--- config.mk ---
export PLATFORM = sky130hd
export DESIGN_NAME = polyline_resampler_top_flat
export DESIGN_NICKNAME = d
export VERILOG_FILES = /design/src/sv/prs_pkg.sv /design/src/sv/prs_if.sv /design/src/sv/prs_sq_unit.sv /design/src/sv/prs_div_unit.sv /design/src/sv/polyline_resampler_top.sv /design/src/flat_wrapper.sv
export SDC_FILE = /design/constraint.sdc
export NUM_CORES = 2
export LEC_CHECK = 0
export BUFFER_PORTS_ARGS = -buffer_cell sky130_fd_sc_hd__buf_2
export CORE_ASPECT_RATIO = 1.2
export CORE_MARGIN = 5
export CORE_UTILIZATION = 40
export CTS_BUF_LIST = sky130_fd_sc_hd__clkbuf_2 sky130_fd_sc_hd__clkbuf_4 sky130_fd_sc_hd__clkbuf_8
export DETAILED_ROUTE_END_ITERATION = 8
export PLACE_DENSITY_LB_ADDON = 0.12
export SLEW_MARGIN = 20
export SYNTH_ARGS = -nofsm -noshare
export SYNTH_HDL_FRONTEND = slang
export SYNTH_HIERARCHICAL = 1
export SYNTH_SLANG_ARGS = --single-unit
--- constraint.sdc ---
create_clock -name clk -period 27.1 [get_ports clk]
set_input_delay 4.065 -clock clk [delete_from_list [all_inputs] [get_ports clk]]
set_output_delay 4.065 -clock clk [all_outputs]
set_load 0.02 [all_outputs]
--- src/sv/prs_pkg.sv ---
// ----------------------------------------------------------------------------
// prs_pkg: polyline resampler shared definitions
// Default sizes, register width and reset value used by the interfaces,
// the top level and the checker.
// ----------------------------------------------------------------------------
`default_nettype none

package prs_pkg;

  localparam int PRS_MAX_SAMPLES = 63;
  localparam int PRS_COORD_WIDTH = 32;
  localparam int PRS_RES_WIDTH   = 31;

  localparam logic [PRS_RES_WIDTH-1:0] PRS_RES_RESET = PRS_RES_WIDTH'(65536);

endpackage

`default_nettype wire

--- src/sv/prs_if.sv ---
// ----------------------------------------------------------------------------
// prs_if: point stream interfaces
// Input point channel and result point channel, valid/ready with payload.
// ----------------------------------------------------------------------------
`default_nettype none

interface prs_in_if
  import prs_pkg::*;
#(
  parameter int COORD_WIDTH = PRS_COORD_WIDTH
) ();
  logic                          valid;
  logic                          ready;
  logic signed [COORD_WIDTH-1:0] in_x;
  logic signed [COORD_WIDTH-1:0] in_y;
  logic signed [COORD_WIDTH-1:0] in_z;
  logic                          path_start;

  modport source (output valid, in_x, in_y, in_z, path_start, input ready);
  modport sink   (input valid, in_x, in_y, in_z, path_start, output ready);
endinterface

interface prs_out_if
  import prs_pkg::*;
#(
  parameter int COORD_WIDTH = PRS_COORD_WIDTH
) ();
  logic                          valid;
  logic                          ready;
  logic signed [COORD_WIDTH-1:0] out_x;
  logic signed [COORD_WIDTH-1:0] out_y;
  logic signed [COORD_WIDTH-1:0] out_z;
  logic                          is_input_point;
  logic                          last_of_run;
  logic                          count_capped;

  modport source (output valid, out_x, out_y, out_z, is_input_point, last_of_run,
                  count_capped, input ready);
  modport sink   (input valid, out_x, out_y, out_z, is_input_point, last_of_run,
                  count_capped, output ready);
endinterface

`default_nettype wire

--- src/sv/prs_sq_unit.sv ---
// ----------------------------------------------------------------------------
// prs_sq_unit: serial squaring unit
// Shift-and-add square of an unsigned operand, one multiplier bit per cycle,
// finishing early once the remaining multiplier bits are zero.
// ----------------------------------------------------------------------------
`default_nettype none

module prs_sq_unit
  import prs_pkg::*;
#(
  parameter int OPW = PRS_COORD_WIDTH + 1
) (
  input  wire logic             clk,
  input  wire logic             rst,
  input  wire logic             start,
  input  wire logic [OPW-1:0]   opnd,
  output logic                  busy,
  output logic [2*OPW-1:0]      prod
);

  logic [2*OPW-1:0] mcand;
  logic [OPW-1:0]   mplier;

  always_ff @(posedge clk) begin
    if (rst) begin
      mplier <= '0;
    end else if (start) begin
      mplier <= opnd;
    end else if (mplier != '0) begin
      mplier <= mplier >> 1;
    end
  end

  always_ff @(posedge clk) begin
    if (start) begin
      mcand <= (2*OPW)'(opnd);
      prod  <= '0;
    end else if (mplier != '0) begin
      if (mplier[0]) begin
        prod <= prod + mcand;
      end
      mcand <= mcand << 1;
    end
  end

  assign busy = (mplier != '0);

endmodule

`default_nettype wire

--- src/sv/prs_div_unit.sv ---
// ----------------------------------------------------------------------------
// prs_div_unit: serial restoring divider
// Unsigned quotient and remainder of a wide numerator by a narrow nonzero
// divisor, one quotient bit per cycle.
// ----------------------------------------------------------------------------
`default_nettype none

module prs_div_unit
  import prs_pkg::*;
#(
  parameter int NW = PRS_COORD_WIDTH + 1,
  parameter int DW = 7
) (
  input  wire logic          clk,
  input  wire logic          rst,
  input  wire logic          start,
  input  wire logic [NW-1:0] num,
  input  wire logic [DW-1:0] den,
  output logic               busy,
  output logic [NW-1:0]      quo,
  output logic [DW-1:0]      rem
);

  localparam int CNTW = $clog2(NW + 1);

  logic [CNTW-1:0] cnt;
  logic [DW-1:0]   dreg;
  logic [DW:0]     trial;
  logic            fits;

  assign trial = {rem, quo[NW-1]};
  assign fits  = (trial >= {1'b0, dreg});

  always_ff @(posedge clk) begin
    if (rst) begin
      cnt <= '0;
    end else if (start) begin
      cnt <= CNTW'(NW);
    end else if (cnt != '0) begin
      cnt <= cnt - 1'b1;
    end
  end

  always_ff @(posedge clk) begin
    if (start) begin
      quo  <= num;
      rem  <= '0;
      dreg <= den;
    end else if (cnt != '0) begin
      // remainder stays below the divisor, so the trial fits one extra bit
      rem <= fits ? DW'(trial - {1'b0, dreg}) : trial[DW-1:0];
      quo <= {quo[NW-2:0], fits};
    end
  end

  assign busy = (cnt != '0);

endmodule

`default_nettype wire

--- src/sv/polyline_resampler_top.sv ---
// ----------------------------------------------------------------------------
// polyline_resampler_top: uniform resampling of a 3D polyline
// Inserts evenly spaced points between consecutive input points so that the
// spacing does not exceed the programmed resolution unless the run is capped.
// ----------------------------------------------------------------------------
//
//  channel   | dir | handshake            | payload
//  ----------+-----+----------------------+----------------------------------
//  in_pt     | in  | valid/ready          | in_x, in_y, in_z, path_start
//  out_pt    | out | valid/ready          | out_x, out_y, out_z, is_input_point,
//            |     |                      | last_of_run, count_capped
//  cfg       | in  | cfg_wr_en, no stall  | cfg_wr_data: resolution
//
//  a first point of a path goes straight to the output; a later point
//  squares each delta and the resolution serially, then searches the number
//  n of inserted samples (one add-compare per search step), then divides
//  each delta by n+1 unless n = 0, and emits the samples and the input point
//  in_pt.ready is high only while no point is in work
//  out_pt stalls hold the result register and pause the sample sequencer
//  synchronous reset; resolution returns to 1.0, no previous point is held
// ----------------------------------------------------------------------------
`default_nettype none

module polyline_resampler_top
  import prs_pkg::*;
#(
  parameter int MAX_SAMPLES = PRS_MAX_SAMPLES,
  parameter int COORD_WIDTH = PRS_COORD_WIDTH
) (
  input  wire logic                     clk,
  input  wire logic                     rst,
  prs_in_if.sink                        in_pt,
  prs_out_if.source                     out_pt,
  input  wire logic                     cfg_wr_en,
  input  wire logic [PRS_RES_WIDTH-1:0] cfg_wr_data
);

  localparam int CW   = COORD_WIDTH;
  localparam int DWD  = CW + 1;
  localparam int OPW  = (DWD > PRS_RES_WIDTH) ? DWD : PRS_RES_WIDTH;
  localparam int LW   = 2 * OPW + 2;
  localparam int MW   = $clog2(MAX_SAMPLES + 2);
  localparam int SW   = 2 * PRS_RES_WIDTH + 2 * MW;
  localparam int WW   = ((LW > SW) ? LW : SW) + 1;
  localparam int NAX  = 3;
  localparam logic [MW-1:0] NMAX = MW'(MAX_SAMPLES);
  localparam logic [1:0]    LAST_AX = 2'(NAX - 1);
  localparam logic [2:0]    RES_OP  = 3'(NAX);

  typedef enum logic [3:0] {
    ST_IDLE,
    ST_SQ_GO,
    ST_SQ_WAIT,
    ST_SR_INIT,
    ST_SEARCH,
    ST_DV_GO,
    ST_DV_WAIT,
    ST_EM_STEP,
    ST_EM_PUT,
    ST_FIN_PUT
  } state_t;

  state_t state;

  logic [PRS_RES_WIDTH-1:0] res;

  logic [CW-1:0]         prev [NAX];
  logic [CW-1:0]         cur  [NAX];
  logic [DWD-1:0]        d    [NAX];
  logic [DWD-1:0]        q0   [NAX];
  logic [MW-1:0]         r0   [NAX];
  logic [DWD-1:0]        qa   [NAX];
  logic [MW-1:0]         ra   [NAX];
  logic                  have_prev;

  logic [WW-1:0] len2;
  logic [WW-1:0] r2;
  logic [WW-1:0] s_acc;
  logic [WW-1:0] t_acc;
  logic [MW-1:0] n;
  logic [MW-1:0] m;
  logic [MW-1:0] j;
  logic [2:0]    op_idx;
  logic [1:0]    ax;
  logic          cap;

  logic            out_vld;
  logic [CW-1:0]   ox;
  logic [CW-1:0]   oy;
  logic [CW-1:0]   oz;
  logic            o_inp;
  logic            o_last;
  logic            o_cap;

  // lane helpers
  logic [DWD-1:0] mag_d   [NAX];
  logic [DWD-1:0] qa_next [NAX];
  logic [MW-1:0]  ra_next [NAX];
  logic [CW-1:0]  samp    [NAX];
  logic [MW:0]    rs      [NAX];
  logic           ge      [NAX];
  logic [DWD-1:0] qs      [NAX];

  logic             sq_start;
  logic [OPW-1:0]   sq_opnd;
  logic             sq_busy;
  logic [2*OPW-1:0] sq_prod;

  logic             dv_start;
  logic [DWD-1:0]   dv_num;
  logic             dv_busy;
  logic [DWD-1:0]   dv_quo;
  logic [MW-1:0]    dv_rem;

  logic          accept;
  logic          slot_free;
  logic          hit;
  logic [MW-1:0] n_eff;

  assign in_pt.ready = (state == ST_IDLE);
  assign accept      = in_pt.valid && in_pt.ready;
  assign slot_free   = !out_vld || out_pt.ready;

  always_comb begin
    for (int c = 0; c < NAX; c++) begin
      mag_d[c]   = d[c][DWD-1] ? (~d[c] + 1'b1) : d[c];
      rs[c]      = {1'b0, ra[c]} + {1'b0, r0[c]};
      ge[c]      = (rs[c] >= {1'b0, m});
      ra_next[c] = ge[c] ? MW'(rs[c] - {1'b0, m}) : rs[c][MW-1:0];
      qa_next[c] = qa[c] + q0[c] + DWD'(ge[c]);
      // truncation toward zero: the quotient of the magnitude takes the sign
      qs[c]      = d[c][DWD-1] ? (~qa[c] + 1'b1) : qa[c];
      samp[c]    = CW'({prev[c][CW-1], prev[c]} + qs[c]);
    end
  end

  always_comb begin
    case (op_idx)
      3'd0:    sq_opnd = OPW'(mag_d[0]);
      3'd1:    sq_opnd = OPW'(mag_d[1]);
      3'd2:    sq_opnd = OPW'(mag_d[2]);
      default: sq_opnd = OPW'(res);
    endcase
  end

  assign sq_start = (state == ST_SQ_GO);
  assign dv_start = (state == ST_DV_GO);
  assign dv_num   = mag_d[ax];

  assign hit   = (s_acc <= len2) && (n <= NMAX);
  assign n_eff = (n > NMAX) ? NMAX : n;

  prs_sq_unit #(
    .OPW (OPW)
  ) u_sq (
    .clk   (clk),
    .rst   (rst),
    .start (sq_start),
    .opnd  (sq_opnd),
    .busy  (sq_busy),
    .prod  (sq_prod)
  );

  prs_div_unit #(
    .NW (DWD),
    .DW (MW)
  ) u_div (
    .clk   (clk),
    .rst   (rst),
    .start (dv_start),
    .num   (dv_num),
    .den   (m),
    .busy  (dv_busy),
    .quo   (dv_quo),
    .rem   (dv_rem)
  );

  always_ff @(posedge clk) begin
    if (rst) begin
      res <= PRS_RES_RESET;
    end else if (cfg_wr_en) begin
      res <= cfg_wr_data;
    end
  end

  always_ff @(posedge clk) begin
    if (rst) begin
      state     <= ST_IDLE;
      out_vld   <= 1'b0;
      have_prev <= 1'b0;
      for (int c = 0; c < NAX; c++) begin
        prev[c] <= '0;
      end
    end else begin
      // the put states reload the result register on their own
      if (out_vld && out_pt.ready && (state != ST_EM_PUT) && (state != ST_FIN_PUT)) begin
        out_vld <= 1'b0;
      end
      case (state)
        ST_IDLE: begin
          if (accept) begin
            cur[0] <= in_pt.in_x;
            cur[1] <= in_pt.in_y;
            cur[2] <= in_pt.in_z;
            d[0]   <= {in_pt.in_x[CW-1], in_pt.in_x} - {prev[0][CW-1], prev[0]};
            d[1]   <= {in_pt.in_y[CW-1], in_pt.in_y} - {prev[1][CW-1], prev[1]};
            d[2]   <= {in_pt.in_z[CW-1], in_pt.in_z} - {prev[2][CW-1], prev[2]};
            len2   <= '0;
            op_idx <= '0;
            cap    <= 1'b0;
            if (in_pt.path_start || !have_prev) begin
              state <= ST_FIN_PUT;
            end else begin
              state <= ST_SQ_GO;
            end
          end
        end
        ST_SQ_GO: begin
          state <= ST_SQ_WAIT;
        end
        ST_SQ_WAIT: begin
          if (!sq_busy) begin
            if (op_idx == RES_OP) begin
              r2    <= WW'(sq_prod);
              state <= ST_SR_INIT;
            end else begin
              len2   <= len2 + WW'(sq_prod);
              op_idx <= op_idx + 1'b1;
              state  <= ST_SQ_GO;
            end
          end
        end
        ST_SR_INIT: begin
          // s_acc holds ((n+1)*res)^2, t_acc the step to the next square
          s_acc <= r2;
          t_acc <= r2 + (r2 << 1);
          n     <= '0;
          state <= ST_SEARCH;
        end
        ST_SEARCH: begin
          if (hit) begin
            n     <= n + 1'b1;
            s_acc <= s_acc + t_acc;
            t_acc <= t_acc + (r2 << 1);
          end else begin
            cap <= (n > NMAX);
            n   <= n_eff;
            m   <= n_eff + 1'b1;
            ax  <= '0;
            if (n_eff == '0) begin
              state <= ST_FIN_PUT;
            end else begin
              state <= ST_DV_GO;
            end
          end
        end
        ST_DV_GO: begin
          state <= ST_DV_WAIT;
        end
        ST_DV_WAIT: begin
          if (!dv_busy) begin
            q0[ax] <= dv_quo;
            r0[ax] <= dv_rem;
            if (ax == LAST_AX) begin
              for (int c = 0; c < NAX; c++) begin
                qa[c] <= '0;
                ra[c] <= '0;
              end
              j     <= '0;
              state <= ST_EM_STEP;
            end else begin
              ax    <= ax + 1'b1;
              state <= ST_DV_GO;
            end
          end
        end
        ST_EM_STEP: begin
          for (int c = 0; c < NAX; c++) begin
            qa[c] <= qa_next[c];
            ra[c] <= ra_next[c];
          end
          j     <= j + 1'b1;
          state <= ST_EM_PUT;
        end
        ST_EM_PUT: begin
          if (slot_free) begin
            out_vld <= 1'b1;
            ox      <= samp[0];
            oy      <= samp[1];
            oz      <= samp[2];
            o_inp   <= 1'b0;
            o_last  <= 1'b0;
            o_cap   <= cap;
            state   <= (j == n) ? ST_FIN_PUT : ST_EM_STEP;
          end
        end
        ST_FIN_PUT: begin
          if (slot_free) begin
            out_vld   <= 1'b1;
            ox        <= cur[0];
            oy        <= cur[1];
            oz        <= cur[2];
            o_inp     <= 1'b1;
            o_last    <= 1'b1;
            o_cap     <= cap;
            prev[0]   <= cur[0];
            prev[1]   <= cur[1];
            prev[2]   <= cur[2];
            have_prev <= 1'b1;
            state     <= ST_IDLE;
          end
        end
        default: begin
          state <= ST_IDLE;
        end
      endcase
    end
  end

  assign out_pt.valid          = out_vld;
  assign out_pt.out_x          = ox;
  assign out_pt.out_y          = oy;
  assign out_pt.out_z          = oz;
  assign out_pt.is_input_point = o_inp;
  assign out_pt.last_of_run    = o_last;
  assign out_pt.count_capped   = o_cap;

endmodule

`default_nettype wire

--- src/flat_wrapper.sv ---
// flat-port wrapper written by rule: the top's interface ports become plain ports
module polyline_resampler_top_flat import prs_pkg::*;
#(
  parameter int MAX_SAMPLES = PRS_MAX_SAMPLES,
  parameter int COORD_WIDTH = PRS_COORD_WIDTH
)
  (clk, rst, cfg_wr_en, cfg_wr_data, in_pt_valid, in_pt_in_x, in_pt_in_y, in_pt_in_z, in_pt_path_start, in_pt_ready, out_pt_valid, out_pt_out_x, out_pt_out_y, out_pt_out_z, out_pt_is_input_point, out_pt_last_of_run, out_pt_count_capped, out_pt_ready);
  prs_in_if #(.COORD_WIDTH(COORD_WIDTH)) in_pt_i ();
  prs_out_if #(.COORD_WIDTH(COORD_WIDTH)) out_pt_i ();
  input  wire logic clk;
  input  wire logic rst;
  input  wire logic cfg_wr_en;
  input  wire logic [PRS_RES_WIDTH-1:0] cfg_wr_data;
  input wire logic [$bits(in_pt_i.valid)-1:0] in_pt_valid;
  input wire logic [$bits(in_pt_i.in_x)-1:0] in_pt_in_x;
  input wire logic [$bits(in_pt_i.in_y)-1:0] in_pt_in_y;
  input wire logic [$bits(in_pt_i.in_z)-1:0] in_pt_in_z;
  input wire logic [$bits(in_pt_i.path_start)-1:0] in_pt_path_start;
  output wire logic [$bits(in_pt_i.ready)-1:0] in_pt_ready;
  output wire logic [$bits(out_pt_i.valid)-1:0] out_pt_valid;
  output wire logic [$bits(out_pt_i.out_x)-1:0] out_pt_out_x;
  output wire logic [$bits(out_pt_i.out_y)-1:0] out_pt_out_y;
  output wire logic [$bits(out_pt_i.out_z)-1:0] out_pt_out_z;
  output wire logic [$bits(out_pt_i.is_input_point)-1:0] out_pt_is_input_point;
  output wire logic [$bits(out_pt_i.last_of_run)-1:0] out_pt_last_of_run;
  output wire logic [$bits(out_pt_i.count_capped)-1:0] out_pt_count_capped;
  input wire logic [$bits(out_pt_i.ready)-1:0] out_pt_ready;
  assign in_pt_i.valid = in_pt_valid;
  assign in_pt_i.in_x = in_pt_in_x;
  assign in_pt_i.in_y = in_pt_in_y;
  assign in_pt_i.in_z = in_pt_in_z;
  assign in_pt_i.path_start = in_pt_path_start;
  assign in_pt_ready = in_pt_i.ready;
  assign out_pt_valid = out_pt_i.valid;
  assign out_pt_out_x = out_pt_i.out_x;
  assign out_pt_out_y = out_pt_i.out_y;
  assign out_pt_out_z = out_pt_i.out_z;
  assign out_pt_is_input_point = out_pt_i.is_input_point;
  assign out_pt_last_of_run = out_pt_i.last_of_run;
  assign out_pt_count_capped = out_pt_i.count_capped;
  assign out_pt_i.ready = out_pt_ready;
  polyline_resampler_top #(.MAX_SAMPLES(MAX_SAMPLES), .COORD_WIDTH(COORD_WIDTH)) u_core (.clk(clk), .rst(rst), .in_pt(in_pt_i), .out_pt(out_pt_i), .cfg_wr_en(cfg_wr_en), .cfg_wr_data(cfg_wr_data));
endmodule
After elaboration in Yosys (flattened, before gate mapping) --
Memories as Yosys holds them, arrays and structs flattened. Cells that the tools add are included.
Word-level totals: flip-flop bits (word level) 677, memory bits (writable) 531, output and inout port bits 101, logic and storage cells 266, memories kept 7
Memories:
- u_core.d | words 3, bits a word 33, read ports 3, clocked after Yosys merged registers in 0, write ports 3, RTL line polyline_resampler_top.sv:69 | logic [DWD-1:0] d [NAX];
- u_core.q0 | words 3, bits a word 33, read ports 3, clocked after Yosys merged registers in 0, write ports 1, RTL line polyline_resampler_top.sv:70 | logic [DWD-1:0] q0 [NAX];
- u_core.qa | words 3, bits a word 33, read ports 3, clocked after Yosys merged registers in 0, write ports 3, RTL line polyline_resampler_top.sv:72 | logic [DWD-1:0] qa [NAX];
- u_core.cur | words 3, bits a word 32, read ports 3, clocked after Yosys merged registers in 0, write ports 3, RTL line polyline_resampler_top.sv:68 | logic [CW-1:0] cur [NAX];
- u_core.prev | words 3, bits a word 32, read ports 3, clocked after Yosys merged registers in 0, write ports 3, RTL line polyline_resampler_top.sv:67 | logic [CW-1:0] prev [NAX];
- u_core.r0 | words 3, bits a word 7, read ports 3, clocked after Yosys merged registers in 0, write ports 1, RTL line polyline_resampler_top.sv:71 | logic [MW-1:0] r0 [NAX];
- 1 more memories
Operators by class: add/subtract/negate cells 36, $lt $le $gt $ge 8, eq/ne operators 26, mux-type cells 105, bitwise gates (word level) 19, reduce and logical (&&, ||, !) cells 37
Operator list (count):
- $mux W33 | 14
- $pmux W77 S2 | 3
- $mux W77 | 5
- $mux W32 | 12
- $pmux W32 S2 | 3
- $add A33 B1 Y33 | 3
- $add A33 B1 Y33 const B | 3
- $add A33 B33 Y33 | 3
- $not A33 Y33 | 3
- $pmux W33 S3 | 1
- $sub A32 B32 Y33 | 3
- $add A32 B1 Y32 const B | 3
- $add A32 B32 Y32 | 3
- $not A32 Y32 | 3
- $add A77 B66 Y77 | 1
- $add A77 B67 Y77 | 1
- $add A77 B77 Y77 | 1
- $le A77 B77 Y1 | 1
- $mux W7 | 11
- $add A66 B67 Y68 | 1
- $add A66 B66 Y66 | 1
- $bmux W33 S2 | 1
- $pmux W4 S10 | 1
- $mux W4 | 9
- other kinds (47) | 141

Depth between registers and ports, before layout --
An unclocked memory read counts as a cell.
depth after elaboration 8, depth in mapped cells 26, gate-level depth less buffers 26

Cells and area by module --
Netlist, hierarchy kept.
By module, submodules not included:
- polyline_resampler_top | times used 1, cells each 7287, area each 70777.9 um2, sequential area each 29178.0 um2
- prs_sq_unit | times used 1, cells each 1167, area each 9718.1 um2, sequential area each 3633.5 um2
- prs_div_unit | times used 1, cells each 198, area each 2591.2 um2, sequential area each 1461.4 um2

Least setup slack after synthesis --
No wires, ideal clock.
path type in2reg, start input rst, end memory u_core/cur[0][0] (netlist bit), enable pin, library setup time 1227 ps, data arrival time 22627 ps, data required time 25873 ps, setup slack 3245 ps, stages on the path 2, path buffers 1, path through clkbuf_1 nor4_1
RTL lines:
- start, declared | RTL line flat_wrapper.sv:11 | input wire logic rst;
- end, declared | RTL line polyline_resampler_top.sv:68

==> flow_summary_export.csv <==
group,metric,value,unit
run_status,status,"complete, no violations",
clock_tree,cts.sink_count,1202,
pwr,ir_worst_vdd,0.0567,mV
setup_path,critPathLaunchType,"flip-flop",
floorplanning,rows,183,
sta,fin_worst_skew,55.9,ps
yosys,synthTopCellsByArea,"edfxtp_1 (37%), ha_1 (12%), xnor2_1 (5.2%)",
clock_tree,cts_resized,0,
cells_and_area,drive_above_1_share,0.0888,
hold_path,hold_start,"u_core/cap",
yosys,synth_edf_count,1020,
drt,antenna_left,0,
clock_tree,worstSkewPairLatency,960,ps
pwr,power,7.20,mW
setup_path,cp.required,27790,ps
hold_path,holdPathStages,0,
yosys,yosysSeqAreaShare,0.412,
global_routing,grt_max_degree,124,
placement,placedCellCount,11400,
drt,viasPerCell,5.56,
sta,fin_crit,6970,ps
placement,post-dp-hpwl,198,mm
placement,placement.io_buffers,233,
drt,routed_wl,258,mm
setup_path,r2r_cells,24,
setup_path,cpMaxStageDelayCell,"fa_1",
pwr,p_per_area,78.8,nW/µm²
clock_tree,ctsHoldBuffers,0,
yosys,synthFlopType,"edfxtp_1",
setup_path,r2r-end,"u_core/qa[0][64]",
sta,relSlewSlack,0.212,
floorplanning,die_x,426,µm
setup_path,critPathMostFrequentCell,"o21ai_0",
clock_tree,clkTransAtPathRegs,60,ps
pwr,power_leakage,37.0,nW
sta,fmax,143,MHz
sta,final.period_utilization,0.257,
placement,routabilityCongestion,0.941,
sta,worst_pin_slew,1170,ps
floorplanning,die-area,217000,µm²
setup_path,crit_path_max_fanout,9,
drt,drtIter0Drc,4026,
hold_path,min_delay_worst_endpoint,"u_core/out_pt.count_capped",
clock_tree,cts_tree,"done",
setup_path,path_class,"reg2reg",
sta,final.setup.tns,0,ps
drt,vias,65600,
cells_and_area,utilization,0.442,
cells_and_area,area_growth_syn_to_layout,10.0,%
yosys,synth_nets,9571,
setup_path,reg2reg_from,"u_core/ra[0][7]",
global_routing,grt_antenna_before_repair,8,
yosys,syn_area,83100,µm²
clock_tree,cts_buffer_depth,3,
global_routing,grt_pass1_wl,385,mm
yosys,synth.ff_latch_count,1202,
yosys,synthCells,8652,
floorplanning,core_area,207000,µm²
yosys,synth_top_area_share,0.369,
hold_path,hold_class,"reg2reg",
setup_path,r2r_slack,20130,ps
setup_path,worstPathCellList,"ha_1, fa_1, xor2_1, ha_1, a21o_1, a21oi_1, nor2b_1, o21ai_0, nand2b_1, o21ai_0, nand2b_1, fa_1, a21o_1, a21oi_1, o21ai_0, a31oi_1, o21ai_0, a21oi_1, o21ai_0, a221o_1, a211oi_1, a21oi_1, xnor2_1, nor2_1",
global_routing,overflow,0,
sta,hold_viol,0,
clock_tree,clock-root-buffer,"clkbuf_8",
clock_tree,post_cts_buffers,0,
floorplanning,start_util,0.401,
yosys,synth-async-reset-ratio,0,
yosys,yosysTopAreaCell,"edfxtp_1",
setup_path,critPathCaptureType,"flip-flop",
global_routing,grt_pass1_vias,65100,
global_routing,track_usage,0.229,
clock_tree,htree_levels,4,
drt,route.detailed.drc,0,
yosys,syn_area_per_cell,9.60,µm²
cells_and_area,finalNonFillerCells,11800,
drt,drtPass1Iterations,7,
setup_path,cp_data_arrival_time,7660,ps
cells_and_area,final_nets,9749,
sta,holdWs,418,ps
clock_tree,cts_made_buffers,213,
floorplanning,io_pins,234,
sta,setup_viol,0,
sta,rsz0062_at_grt,"false",
sta,maxSlewViolCount,0,
floorplanning,die_h,509,µm
yosys,yosys_warnings,6,
flow_run,cap_violations,0,
setup_path,crit_path_max_incr_delay,560,ps
drt,post_drt_wl_per_cell,21.8,µm
yosys,synth_cell_types,110,
cell usage after synthesis, types with 27 or more instances:
master and n:
nand2_1 723, or3_1 66, o21bai_1 108, a21o_1 368, inv_1 440, a211oi_1 75
ha_1 765, o41ai_1 27, nor2_1 792, a21boi_0 28, nand4_1 118, dfxtp_1 182
o21a_1 76, and3_1 80, clkbuf_1 277, mux2i_1 137, xor2_1 288, o211ai_1 32
nor3_1 126, and2_1 55, a211o_1 27, nor4_1 38, or2_2 28, nor2b_1 93
xnor2_1 496, or4_1 36, o31ai_1 87, a21oi_1 727, nand3_1 123, o21ai_0 587
o22ai_1 59, edfxtp_1 1020, mux2_2 36, nand2b_1 86, a31oi_1 57
cell usage in the layout, fill, tap and decap left out, drive strengths merged, types with 33 or more instances in the layout:
master and count:
a211oi 79, a21o 369, a21oi 731, a31oi 57, and2 58, and3 82, buf 288, clkbuf 270
clkinv 99, dfxtp 182, edfxtp 1020, ha 765, inv 452, mux2 36, mux2i 137, nand2 723
nand2b 86, nand3 123, nand4 118, nor2 793, nor2b 93, nor3 127, nor4 39, o21a 76
o21ai 609, o21bai 108, o22ai 59, o31ai 92, o41ai 33, or3 75, or4 43, xnor2 496
xor2 288
cell families after synthesis:
family / Yosys count / synth area share
compound gates: 2487 / 0.189
fa+ha+maj: 786 / 0.120
flops: 1202 / 0.412
buf+inv: 769 / 0.0357
simple gates: 2451 / 0.138
xor+xnor: 784 / 0.0826
mux: 173 / 0.0214
how the worst max path moves through the flow:
stage | slack, ps | endpoint | cells past startpoint | startpoint
after floorplan | 3250 | u_core/cur[0][0] | 2 | rst
final | 20130 | u_core/qa[0][64] | 24 | u_core/ra[0][7]
after global routing | 19640 | u_core/qa[0][64] | 24 | u_core/r0[1][0]
after detailed placement | 19250 | u_core/d[0][30] | 16 | in_pt_in_x[0]
after CTS | 20180 | u_core/qa[0][64] | 24 | u_core/ra[0][7]
after global placement | 19200 | u_core/d[0][30] | 16 | in_pt_in_x[0]
through the flow:
stage               cell area (µm²)  setup WS, ps
global route                  91400         19640
floorplan                     83100          3250
detailed placement            87000         19250
finish                        91400         20130
CTS                           91400         20180
global placement              87000         19200
registers in the layout, summed over array words and instances, names as in the netlist, 21 cells and up:
| signal | count |
|---|---|
| u_core/q0 | 96 |
| u_core/prev | 96 |
| u_core/u_sq/mplier | 33 |
| u_core/r2 | 66 |
| u_core/out_pt.out_x | 32 |
| u_core/u_sq/prod | 66 |
| u_core/ra | 21 |
| u_core/out_pt.out_z | 32 |
| u_core/r0 | 21 |
| u_core/s_acc | 77 |
| u_core/len2 | 77 |
| u_core/qa | 96 |
| u_core/d | 99 |
| u_core/out_pt.out_y | 32 |
| u_core/res | 31 |
| u_core/t_acc | 77 |
| u_core/cur | 96 |
| u_core/u_sq/mcand | 66 |
| u_core/u_div/quo | 33 |
routing by layer:
metal	wire [µm]	part of all wire	up-vias	GRT usage
li1	-	-	32200	-
met3	8620	0.033	521	0.0290
met1	105000	0.41	31500	0.265
met5	63	0.00024	-	0
met4	16700	0.065	10	0.129
met2	127000	0.49	1369	0.409
worst max-delay path, delay by kind of cell, from the launching register on:
family	cells	cell delay, ps
DFF	1	370
AOI/OAI and AO/OA	14	3720
adders and majority gates	4	1530
xor gates and xnor gates	2	450
and+or+nand+nor	4	600
cell type report:
cell class | count | area (µm²)
timing repair buffer | 288 | 1610
fill | 20200 | 116000
tap | 2775 | 3470
clock inverter | 129 | 1020
antenna | 4 | 10.0
sequential | 1202 | 34300
inverter | 444 | 1670
clock buffer | 270 | 3400
multi-input combinational | 6681 | 46000
report_power, final:
group	switching, mW	internal [mW]	leakage (nW)
logic	1.68	0.947	23.6
registers	0.318	2.46	11.0
clock network	0.831	0.971	2.32
Note: power is estimated with default switching activity, not from simulation.
